==> src/rtl/hid_pkg.sv <==
// shared constants, types and state codes for the heartbeat interval detector
package hid_pkg;

  // sample and interval widths
  localparam int LEVEL_W      = 12;
  localparam int IVL_W        = 12;
  localparam int IVL_MAX      = 4095;
  localparam int TIME_W       = 32;

  // interval history
  localparam int HIST_DEPTH   = 10;
  localparam int HIST_AW      = (HIST_DEPTH > 1) ? $clog2(HIST_DEPTH) : 1;
  localparam int SUM_W        = $clog2(HIST_DEPTH * IVL_MAX + 1);

  // mean interval as (sum * MEAN_MUL) >> MEAN_SHIFT, exact over the full sum range
  localparam int MEAN_SHIFT   = 19;
  localparam int MEAN_MUL     = ((2 ** MEAN_SHIFT) + HIST_DEPTH - 1) / HIST_DEPTH;
  localparam int MEAN_MW      = $clog2(MEAN_MUL + 1);

  // rate computation
  localparam int RATE_NUM     = 60000;
  localparam int RATE_MAX     = 200;
  localparam int RATE_MIN     = 30;
  localparam int RATE_W       = 8;
  localparam int NUM_W        = $clog2(RATE_NUM + 1);
  localparam int DIV_W        = (SUM_W > NUM_W) ? SUM_W : NUM_W;
  localparam int DIV_CW       = $clog2(DIV_W);

  // 3/5 gate: x/5 as (x * 6554) >> 15, exact for twelve-bit x
  localparam int DIV5_MUL     = 6554;
  localparam int DIV5_MW      = 13;
  localparam int DIV5_SHIFT   = 15;
  localparam int Q5_W         = 10;

  // configuration port
  localparam int CFG_AW       = 2;
  localparam int CFG_DW       = 12;
  localparam int PERIOD_W     = 7;

  // register reset values
  localparam int PERIOD_RST   = 2;
  localparam int IDLE_RST     = 512;
  localparam int REFR_RST     = 250;
  localparam int TMO_RST      = 2500;
  localparam int IVL_RST      = 600;

  // stream widths
  localparam int IN_TDATA_W   = 16;
  localparam int OUT_TDATA_W  = 24;
  localparam int OUT_PAD_W    = OUT_TDATA_W - (RATE_W + 1 + LEVEL_W);

  typedef enum logic [CFG_AW-1:0] {
    CFG_SAMPLE_PERIOD = 2'd0,
    CFG_IDLE_LEVEL    = 2'd1,
    CFG_REFRACTORY    = 2'd2,
    CFG_TIMEOUT       = 2'd3
  } cfg_idx_t;

  typedef enum logic [3:0] {
    ST_IDLE,
    ST_ELAP,
    ST_DEC,
    ST_FILL,
    ST_RD,
    ST_SUM,
    ST_DIV_MEAN,
    ST_DIV_RATE,
    ST_EMIT
  } state_t;

endpackage

==> src/rtl/heartbeat_interval_detector.sv <==
// heartbeat interval detector: one result request per sample request
//
// Each sample request advances a millisecond clock, tracks peak and trough,
// keeps a midpoint threshold and flags beats. A sample without a new rate
// passes from the elapsed-time and decision states straight to the result.
// A beat that updates the rate goes through the history read and
// running-sum update, the mean interval by reciprocal multiplication, then
// the bit-serial divider for 60000/mean, which is skipped when the mean is
// zero; the beat after the seed beat instead writes every entry of the
// history memory with its interval first. The seed beat gives no rate.
// The interval history sits in a small memory with a running sum register,
// read and written once per beat after the fill. A new sample is taken
// while the last result is still waiting on the output register; the next
// result then waits until that register is free.
module heartbeat_interval_detector (
  input  logic                           clk,
  input  logic                           rst_n,
  input  logic                           in_tvalid,
  output logic                           in_tready,
  input  logic [hid_pkg::IN_TDATA_W-1:0] in_tdata,   // [11:0] sample
  output logic                           out_tvalid,
  input  logic                           out_tready,
  // [7:0] rate_bpm, [8] pulse_high, [20:9] threshold_level
  output logic [hid_pkg::OUT_TDATA_W-1:0] out_tdata,
  output logic                           out_tuser,  // [0] beat_found
  input  logic                           cfg_we,
  input  logic [hid_pkg::CFG_AW-1:0]     cfg_addr,
  input  logic [hid_pkg::CFG_DW-1:0]     cfg_wdata
);
  import hid_pkg::*;

  state_t                state_r, state_nxt;

  logic [PERIOD_W-1:0]   period_r;
  logic [LEVEL_W-1:0]    idle_r;
  logic [CFG_DW-1:0]     refr_r;
  logic [CFG_DW-1:0]     tmo_r;

  logic [TIME_W-1:0]     time_now_r;
  logic [TIME_W-1:0]     last_beat_r;
  logic [TIME_W-1:0]     n_r;
  logic [IVL_W-1:0]      bi_r;
  logic [IVL_W-1:0]      gate_r;
  logic [LEVEL_W-1:0]    s_r;
  logic [LEVEL_W-1:0]    peak_r;
  logic [LEVEL_W-1:0]    trough_r;
  logic [LEVEL_W-1:0]    thr_r;
  logic                  in_pulse_r;
  logic                  first_r;
  logic                  second_r;
  logic                  fill_r;
  logic                  found_r;
  logic [RATE_W-1:0]     rate_r;

  logic [HIST_AW-1:0]    wp_r;
  logic [HIST_AW-1:0]    fill_cnt_r;
  logic [SUM_W-1:0]      sum_r;
  logic [IVL_W-1:0]      hist_mem [HIST_DEPTH];
  logic [IVL_W-1:0]      mem_rdata_r;
  logic                  mem_we;
  logic [HIST_AW-1:0]    mem_addr;

  logic [DIV_W-1:0]      div_rem_r;
  logic [DIV_W-1:0]      div_quo_r;
  logic [DIV_W-1:0]      div_den_r;
  logic [DIV_CW-1:0]     div_cnt_r;
  logic [DIV_W:0]        rem_sh;
  logic [DIV_W:0]        rem_step;
  logic [DIV_W-1:0]      quo_step;
  logic                  div_ge;
  logic                  div_last;

  logic                  out_valid_r;
  logic [RATE_W-1:0]     out_rate_r;
  logic                  out_found_r;
  logic                  out_pulse_r;
  logic [LEVEL_W-1:0]    out_thr_r;
  logic                  out_load;

  // decision terms
  logic                  lt_thr, gt_thr, past_gate, past_refr, past_tmo;
  logic                  beat, seed, fill_last;
  logic [IVL_W-1:0]      n_clamp;
  logic [LEVEL_W-1:0]    peak_upd, trough_upd, mid;
  logic signed [LEVEL_W:0] span, half;
  logic [LEVEL_W:0]      mid_sum;
  logic [IVL_W+DIV5_MW-1:0] q5_prod;
  logic [Q5_W-1:0]       q5;
  logic [SUM_W-1:0]      sum_fill, sum_shift;
  logic [SUM_W+MEAN_MW-1:0] mean_prod;
  logic [IVL_W-1:0]      mean;
  logic [RATE_W-1:0]     rate_clamp;

  assign lt_thr    = s_r < thr_r;
  assign gt_thr    = s_r > thr_r;
  assign past_gate = n_r > TIME_W'(gate_r);
  assign past_refr = n_r > TIME_W'(refr_r);
  assign past_tmo  = n_r > TIME_W'(tmo_r);
  assign beat      = past_refr && gt_thr && !in_pulse_r && past_gate;
  assign seed      = beat && first_r;
  assign n_clamp   = (n_r > TIME_W'(IVL_MAX)) ? IVL_W'(IVL_MAX) : n_r[IVL_W-1:0];

  assign peak_upd   = (gt_thr && s_r > peak_r) ? s_r : peak_r;
  assign trough_upd = (lt_thr && past_gate && s_r < trough_r) ? s_r : trough_r;
  // halve the signed span, rounding toward zero
  assign span    = $signed({1'b0, peak_upd}) - $signed({1'b0, trough_upd});
  assign half    = (span + $signed({{LEVEL_W{1'b0}}, span[LEVEL_W]})) >>> 1;
  assign mid_sum = $unsigned(half) + {1'b0, trough_upd};
  assign mid     = mid_sum[LEVEL_W-1:0];

  assign q5_prod = {{DIV5_MW{1'b0}}, bi_r} * (IVL_W+DIV5_MW)'(DIV5_MUL);
  assign q5      = q5_prod[DIV5_SHIFT +: Q5_W];

  assign sum_fill  = SUM_W'(SUM_W'(bi_r) * SUM_W'(HIST_DEPTH));
  assign sum_shift = sum_r - SUM_W'(mem_rdata_r) + SUM_W'(bi_r);
  assign fill_last = fill_cnt_r == HIST_AW'(HIST_DEPTH - 1);

  // mean interval by reciprocal multiplication
  assign mean_prod = {{MEAN_MW{1'b0}}, sum_r} * (SUM_W+MEAN_MW)'(MEAN_MUL);
  assign mean      = mean_prod[MEAN_SHIFT +: IVL_W];

  // restoring divider step
  assign rem_sh   = {div_rem_r, div_quo_r[DIV_W-1]};
  assign div_ge   = rem_sh >= {1'b0, div_den_r};
  assign rem_step = div_ge ? (rem_sh - {1'b0, div_den_r}) : rem_sh;
  assign quo_step = {div_quo_r[DIV_W-2:0], div_ge};
  assign div_last = div_cnt_r == DIV_CW'(DIV_W - 1);

  always_comb begin
    if (quo_step > DIV_W'(RATE_MAX)) begin
      rate_clamp = RATE_W'(RATE_MAX);
    end else if (quo_step < DIV_W'(RATE_MIN)) begin
      rate_clamp = RATE_W'(RATE_MIN);
    end else begin
      rate_clamp = quo_step[RATE_W-1:0];
    end
  end

  // next state and strobes
  always_comb begin
    state_nxt = state_r;
    in_tready = 1'b0;
    mem_we    = 1'b0;
    mem_addr  = wp_r;
    out_load  = 1'b0;
    case (state_r)
      ST_IDLE: begin
        in_tready = 1'b1;
        if (in_tvalid) state_nxt = ST_ELAP;
      end
      ST_ELAP: state_nxt = ST_DEC;
      ST_DEC: begin
        if (beat && !first_r) begin
          state_nxt = second_r ? ST_FILL : ST_RD;
        end else begin
          state_nxt = ST_EMIT;
        end
      end
      ST_FILL: begin
        mem_we   = 1'b1;
        mem_addr = fill_cnt_r;
        if (fill_last) state_nxt = ST_DIV_MEAN;
      end
      ST_RD: state_nxt = ST_SUM;
      ST_SUM: begin
        mem_we    = 1'b1;
        state_nxt = ST_DIV_MEAN;
      end
      ST_DIV_MEAN: begin
        state_nxt = (mean == '0) ? ST_EMIT : ST_DIV_RATE;
      end
      ST_DIV_RATE: begin
        if (div_last) state_nxt = ST_EMIT;
      end
      ST_EMIT: begin
        if (!out_valid_r || out_tready) begin
          out_load  = 1'b1;
          state_nxt = ST_IDLE;
        end
      end
      default: state_nxt = ST_IDLE;
    endcase
  end

  always_ff @(posedge clk) begin
    if (!rst_n) begin
      state_r <= ST_IDLE;
    end else begin
      state_r <= state_nxt;
    end
  end

  // configuration registers
  always_ff @(posedge clk) begin
    if (!rst_n) begin
      period_r <= PERIOD_W'(PERIOD_RST);
      idle_r   <= LEVEL_W'(IDLE_RST);
      refr_r   <= CFG_DW'(REFR_RST);
      tmo_r    <= CFG_DW'(TMO_RST);
    end else if (cfg_we) begin
      case (cfg_idx_t'(cfg_addr))
        CFG_SAMPLE_PERIOD: period_r <= cfg_wdata[PERIOD_W-1:0];
        CFG_IDLE_LEVEL:    idle_r   <= cfg_wdata[LEVEL_W-1:0];
        CFG_REFRACTORY:    refr_r   <= cfg_wdata;
        CFG_TIMEOUT:       tmo_r    <= cfg_wdata;
        default: ;
      endcase
    end
  end

  // detector state
  always_ff @(posedge clk) begin
    if (!rst_n) begin
      time_now_r  <= '0;
      last_beat_r <= '0;
      bi_r        <= IVL_W'(IVL_RST);
      peak_r      <= LEVEL_W'(IDLE_RST);
      trough_r    <= LEVEL_W'(IDLE_RST);
      thr_r       <= LEVEL_W'(IDLE_RST);
      in_pulse_r  <= 1'b0;
      first_r     <= 1'b1;
      second_r    <= 1'b0;
      fill_r      <= 1'b0;
      found_r     <= 1'b0;
      rate_r      <= '0;
      wp_r        <= '0;
      fill_cnt_r  <= '0;
    end else begin
      case (state_r)
        ST_IDLE: begin
          if (in_tvalid) time_now_r <= time_now_r + TIME_W'(period_r);
        end
        ST_DEC: begin
          peak_r   <= peak_upd;
          trough_r <= trough_upd;
          found_r  <= 1'b0;
          fill_r   <= 1'b0;
          if (beat) begin
            in_pulse_r  <= 1'b1;
            bi_r        <= n_clamp;
            last_beat_r <= time_now_r;
            if (second_r) begin
              second_r <= 1'b0;
              fill_r   <= 1'b1;
            end
            if (first_r) begin
              first_r  <= 1'b0;
              second_r <= 1'b1;
            end
          end
          // pulse end and timeout are skipped on the seed beat
          if (!seed) begin
            if (lt_thr && in_pulse_r) begin
              in_pulse_r <= 1'b0;
              thr_r      <= mid;
              peak_r     <= mid;
              trough_r   <= mid;
            end
            if (past_tmo) begin
              peak_r      <= idle_r;
              trough_r    <= idle_r;
              thr_r       <= idle_r;
              last_beat_r <= time_now_r;
              first_r     <= 1'b1;
              second_r    <= 1'b0;
            end
          end
        end
        ST_FILL: begin
          fill_cnt_r <= fill_last ? '0 : fill_cnt_r + 1'b1;
        end
        ST_SUM: begin
          wp_r <= (wp_r == HIST_AW'(HIST_DEPTH - 1)) ? '0 : wp_r + 1'b1;
        end
        ST_DIV_MEAN: begin
          if (mean == '0) begin
            rate_r  <= RATE_W'(RATE_MAX);
            found_r <= 1'b1;
          end
        end
        ST_DIV_RATE: begin
          if (div_last) begin
            rate_r  <= rate_clamp;
            found_r <= 1'b1;
          end
        end
        default: ;
      endcase
    end
  end

  // sample, elapsed time, gate and running sum
  always_ff @(posedge clk) begin
    if (state_r == ST_IDLE && in_tvalid) s_r <= in_tdata[LEVEL_W-1:0];
    if (state_r == ST_ELAP) n_r <= time_now_r - last_beat_r;
    gate_r <= {2'b00, q5} + {1'b0, q5, 1'b0};
    if (state_r == ST_FILL && fill_last) sum_r <= sum_fill;
    if (state_r == ST_SUM) sum_r <= sum_shift;
  end

  // interval history memory
  always_ff @(posedge clk) begin
    if (mem_we) hist_mem[mem_addr] <= bi_r;
  end

  always_ff @(posedge clk) begin
    mem_rdata_r <= hist_mem[wp_r];
  end

  // rate divider: loaded with 60000 and the mean, one quotient bit per cycle
  always_ff @(posedge clk) begin
    case (state_r)
      ST_DIV_MEAN: begin
        div_quo_r <= DIV_W'(RATE_NUM);
        div_den_r <= DIV_W'(mean);
        div_rem_r <= '0;
        div_cnt_r <= '0;
      end
      ST_DIV_RATE: begin
        div_quo_r <= quo_step;
        div_rem_r <= rem_step[DIV_W-1:0];
        div_cnt_r <= div_cnt_r + 1'b1;
      end
      default: ;
    endcase
  end

  // result register
  always_ff @(posedge clk) begin
    if (!rst_n) begin
      out_valid_r <= 1'b0;
    end else if (out_load) begin
      out_valid_r <= 1'b1;
    end else if (out_tready) begin
      out_valid_r <= 1'b0;
    end
  end

  always_ff @(posedge clk) begin
    if (out_load) begin
      out_rate_r  <= rate_r;
      out_found_r <= found_r;
      out_pulse_r <= in_pulse_r;
      out_thr_r   <= thr_r;
    end
  end

  assign out_tvalid = out_valid_r;
  assign out_tdata  = {{OUT_PAD_W{1'b0}}, out_thr_r, out_pulse_r, out_rate_r};
  assign out_tuser  = out_found_r;

`ifndef NO_ASSERTIONS
  a_seed_flags: assert property (@(posedge clk) disable iff (!rst_n)
    !(first_r && second_r))
    else $error("seed and second beat pending together");

  a_level_order: assert property (@(posedge clk) disable iff (!rst_n)
    (trough_r <= thr_r) && (thr_r <= peak_r))
    else $error("threshold outside trough and peak");

  a_div_rem: assert property (@(posedge clk) disable iff (!rst_n)
    (state_r == ST_DIV_RATE) |-> (div_rem_r < div_den_r))
    else $error("divider remainder not below divisor");

  a_fill_path: assert property (@(posedge clk) disable iff (!rst_n)
    (state_r == ST_FILL) |-> fill_r)
    else $error("history fill without second beat");
`endif

endmodule

==> config.mk <==
export PLATFORM = sky130hd
export DESIGN_NAME = heartbeat_interval_detector
export DESIGN_NICKNAME = d
export VERILOG_FILES = /design/src/rtl/hid_pkg.sv /design/src/rtl/heartbeat_interval_detector.sv
export SDC_FILE = /design/constraint.sdc
export NUM_CORES = 2
export LEC_CHECK = 0
export BUFFER_PORTS_ARGS = -buffer_cell sky130_fd_sc_hd__buf_4
export CAP_MARGIN = 20
export CORE_ASPECT_RATIO = 0.8
export CORE_MARGIN = 5
export CORE_UTILIZATION = 35
export DETAILED_ROUTE_END_ITERATION = 6
export GPL_ROUTABILITY_DRIVEN = 0
export GPL_TIMING_DRIVEN = 0
export PLACE_DENSITY = 0.47
export SLEW_MARGIN = 20
export SYNTH_ARGS = -nofsm -noshare
export SYNTH_HDL_FRONTEND = slang
export SYNTH_SLANG_ARGS = --single-unit
==> constraint.sdc <==
create_clock -name clk -period 16.12 [get_ports clk]
set_clock_uncertainty 0.15 [all_clocks]
set_input_delay 0.806 -clock clk [delete_from_list [all_inputs] [get_ports clk]]
set_output_delay 0.806 -clock clk [all_outputs]
set_load 0.01 [all_outputs]
==> run metrics <==
synth top area cells=edfxtp_1, ha_1, dfxtp_1; CP max stage delay=0.51 ns; most instantiated cells after synthesis=inv_1, ha_1, edfxtp_1, nor2_1, nand2_1; total power=3.643 mW; Worst EP required=16.47 ns; clock slew at the register clock pins of the worst setup and hold paths=0.06 ns; Placed Cells=roughly 4,400; fmax=between 100 and 150 MHz; Clock Tree Buf Depth=3; CP max FO=10; Clock Sinks=between 400 and 500; Critical Path Source Type=flip-flop; normalized max-slew margin=25.43%; Tcrit/Tclk final=58.25%; final count of hold timing violations=0; share of cells above drive strength 1=6.820%; die width=343.5 um; CP max-delay cell=clkbuf_1; DR vias=22,346; DP HPWL=63,340 um; Port Buffers=53; sequential cell area fraction in the yosys report=37.22%; initial DRC count=1,279; synthesized area per cell=approximately 10 um2; Post-DP Area=33,140 um2; grt total ovfl=0; Slew Limit Fails=0; first-pass GRT wire length=127,800 um; dpl ws=6.885 ns; Clock Latency Late Sink=0.62 ns; PD cells=104.9 nW/um2; Synth async-reset ratio=0%; outcome=finished, final reports clean; hold slack final=0.2138 ns; Placeable Area=around 90,000 um2; H-tree lvl count=2; die area=95,080 um2; vias in the first global route=22,759; Area Growth Syn to Fin=11.54%; max-cap violation count=0; largest net degree at the start of global routing=27; Hold Crit Class=primary input to flip-flop; Post-CTS Setup Bufs=0; crit path kind=flip-flop to flip-flop; IO Count=a little over 60; Post-CTS Hold Fix Bufs=0; utilization of the core after routing=about two fifths; final worst path period need=about 9.4 ns; Antenna Violating Nets Remaining=0; Slew @ Worst Pin=~1.1 ns; Total GRT Usage=16.89%; RSZ-0062 raised after global routing=no; Final #Nets=3,790; Yosys reg bits=about 450; Int Power=2.410 mW; DRC viols=0; Initial Util=between 30% and 40%; Mapped Cells=3,117; CTS Buf Count=49; Peak VDD IR=approximately 110 uV; Synthesis Warnings=0; TritonRoute pass-1 iters=5; post_cts resized=0; Worst Min Path Start=in_tdata[5]; Distinct cells, synth=96; Vias/cell=5.011; Comb power frac=32.9%; dominant synthesized flop cell=edfxtp_1; Worst Path Arrival=9.74 ns; NetSw=1.234 mW; Post-synth EDFFs=250; static leakage=14.82 nW; worst r2r src=s_r[9]$_DFFE_PP_; Rows=97; Clk pwr share=30.8%; initial antenna violation count=1; fin worst setup slack=6.731 ns; drt total wl=80,420 um; fin area=about 35,000 um2; post-synth top area cell=edfxtp_1; setup tns final=0 ns; DIE HEIGHT=276.8 um; CP endpoint kind=flip-flop; sequential power share=36.3%; final non-filler cell total=4,459; final setup vio count=0; count leader, synth=inv_1; critical path launch point=s_r[9]$_DFFE_PP_; Clock Tree Root=clkbuf_16; top cell type's share of synthesized area=24.11%; Net Sw Frac=between 30 and 40%; Mapped Area=31,140 um2; routed length per instance=18.04 um; TritonCTS clock tree=built
## registers in the layout, summed over array words and instances (netlist names), 16 cells and up
register and count:
hist_mem 120, last_beat_r 32, n_r 32, time_now_r 32
div_quo_r 16, div_rem_r 16, sum_r 16
## final timing paths
path / end / slack, ns / cells past startpoint
worst max-delay path: trough_r[9]$_SDFFE_PN1P_ / 6.73 / 33
worst min-delay path: s_r[5]$_DFFE_PP_ / 0.21 / 1
worst max register to register: trough_r[9]$_SDFFE_PN1P_ / 6.73 / 33
worst min register to register: out_thr_r[8]$_DFFE_PP_ / 0.28 / 0
## power by group through the flow
stage	combinational (mW)	sequential [mW]	clock, mW
detailed placement	1.20	1.35	0
global route	1.36	1.33	1.21
global placement	1.18	1.35	0
CTS	1.21	1.32	1.16
finish	1.20	1.32	1.12
floorplan	0.898	1.33	0
## worst max-delay path, delay by kind of cell, from the launching register on
family / cells / cell delay (ns)
and+or+nand+nor: 6 / 1.34
adders and majority gates: 3 / 0.98
DFF: 1 / 0.49
xor gates and xnor gates: 2 / 0.52
AOI/OAI and AO/OA: 17 / 4.32
buffers and inverters: 5 / 1.45
## placed cells by master, fill, tap and decap left out, types with 13 or more instances in the layout
cell type  instances
inv_1            446
o211ai_1          28
nand4_1           26
dfxtp_1          204
edfxtp_1         250
clkbuf_1          85
nor2_1           236
o21a_1            28
a211oi_1          35
buf_4             59
or3_1             23
fa_1             138
ha_1             386
xnor2_1           76
nand2b_1          30
o21ai_0           83
mux2i_1           34
nor3_1            55
nand2_1          228
nand3_1           46
xor2_1            59
a21boi_0          13
a21o_1            55
a31oi_1           21
and3_1            26
clkbuf_16         52
mux4_2            24
nor2b_1           40
a21oi_1          215
o21bai_1          23
## logic make-up after synthesis
family	synth area share, %
and+or+nand+nor	11.77
AOI/OAI and AO/OA	13.07
buffers and inverters	6.561
adders and majority gates	24.38
DFF	37.22
xor gates and xnor gates	3.974
muxes	3.009
other	0.01204
## layer usage
metal,wire length [um],global-route usage [%],vias up
li1,-,-,11067
met1,40410,25.05,10793
met2,34600,25.82,389
met3,3631,2.627,95
met4,1685,3.945,2
met5,86,0.6606,-
## cell type report
class,count,area [um2]
Timing Repair Buffer,61,471.7
Inverter,449,1685
Fill cell,8651,53140
Tap cell,1188,1486
Clock inverter,26,214.0
Buffer,89,359.1
Multi-Input combinational cell,2127,17560
Sequential cell,454,11590
Clock buffer,64,1366
Antenna cell,1,2.502
No activity file was read; power rests on OpenSTA's default activity.
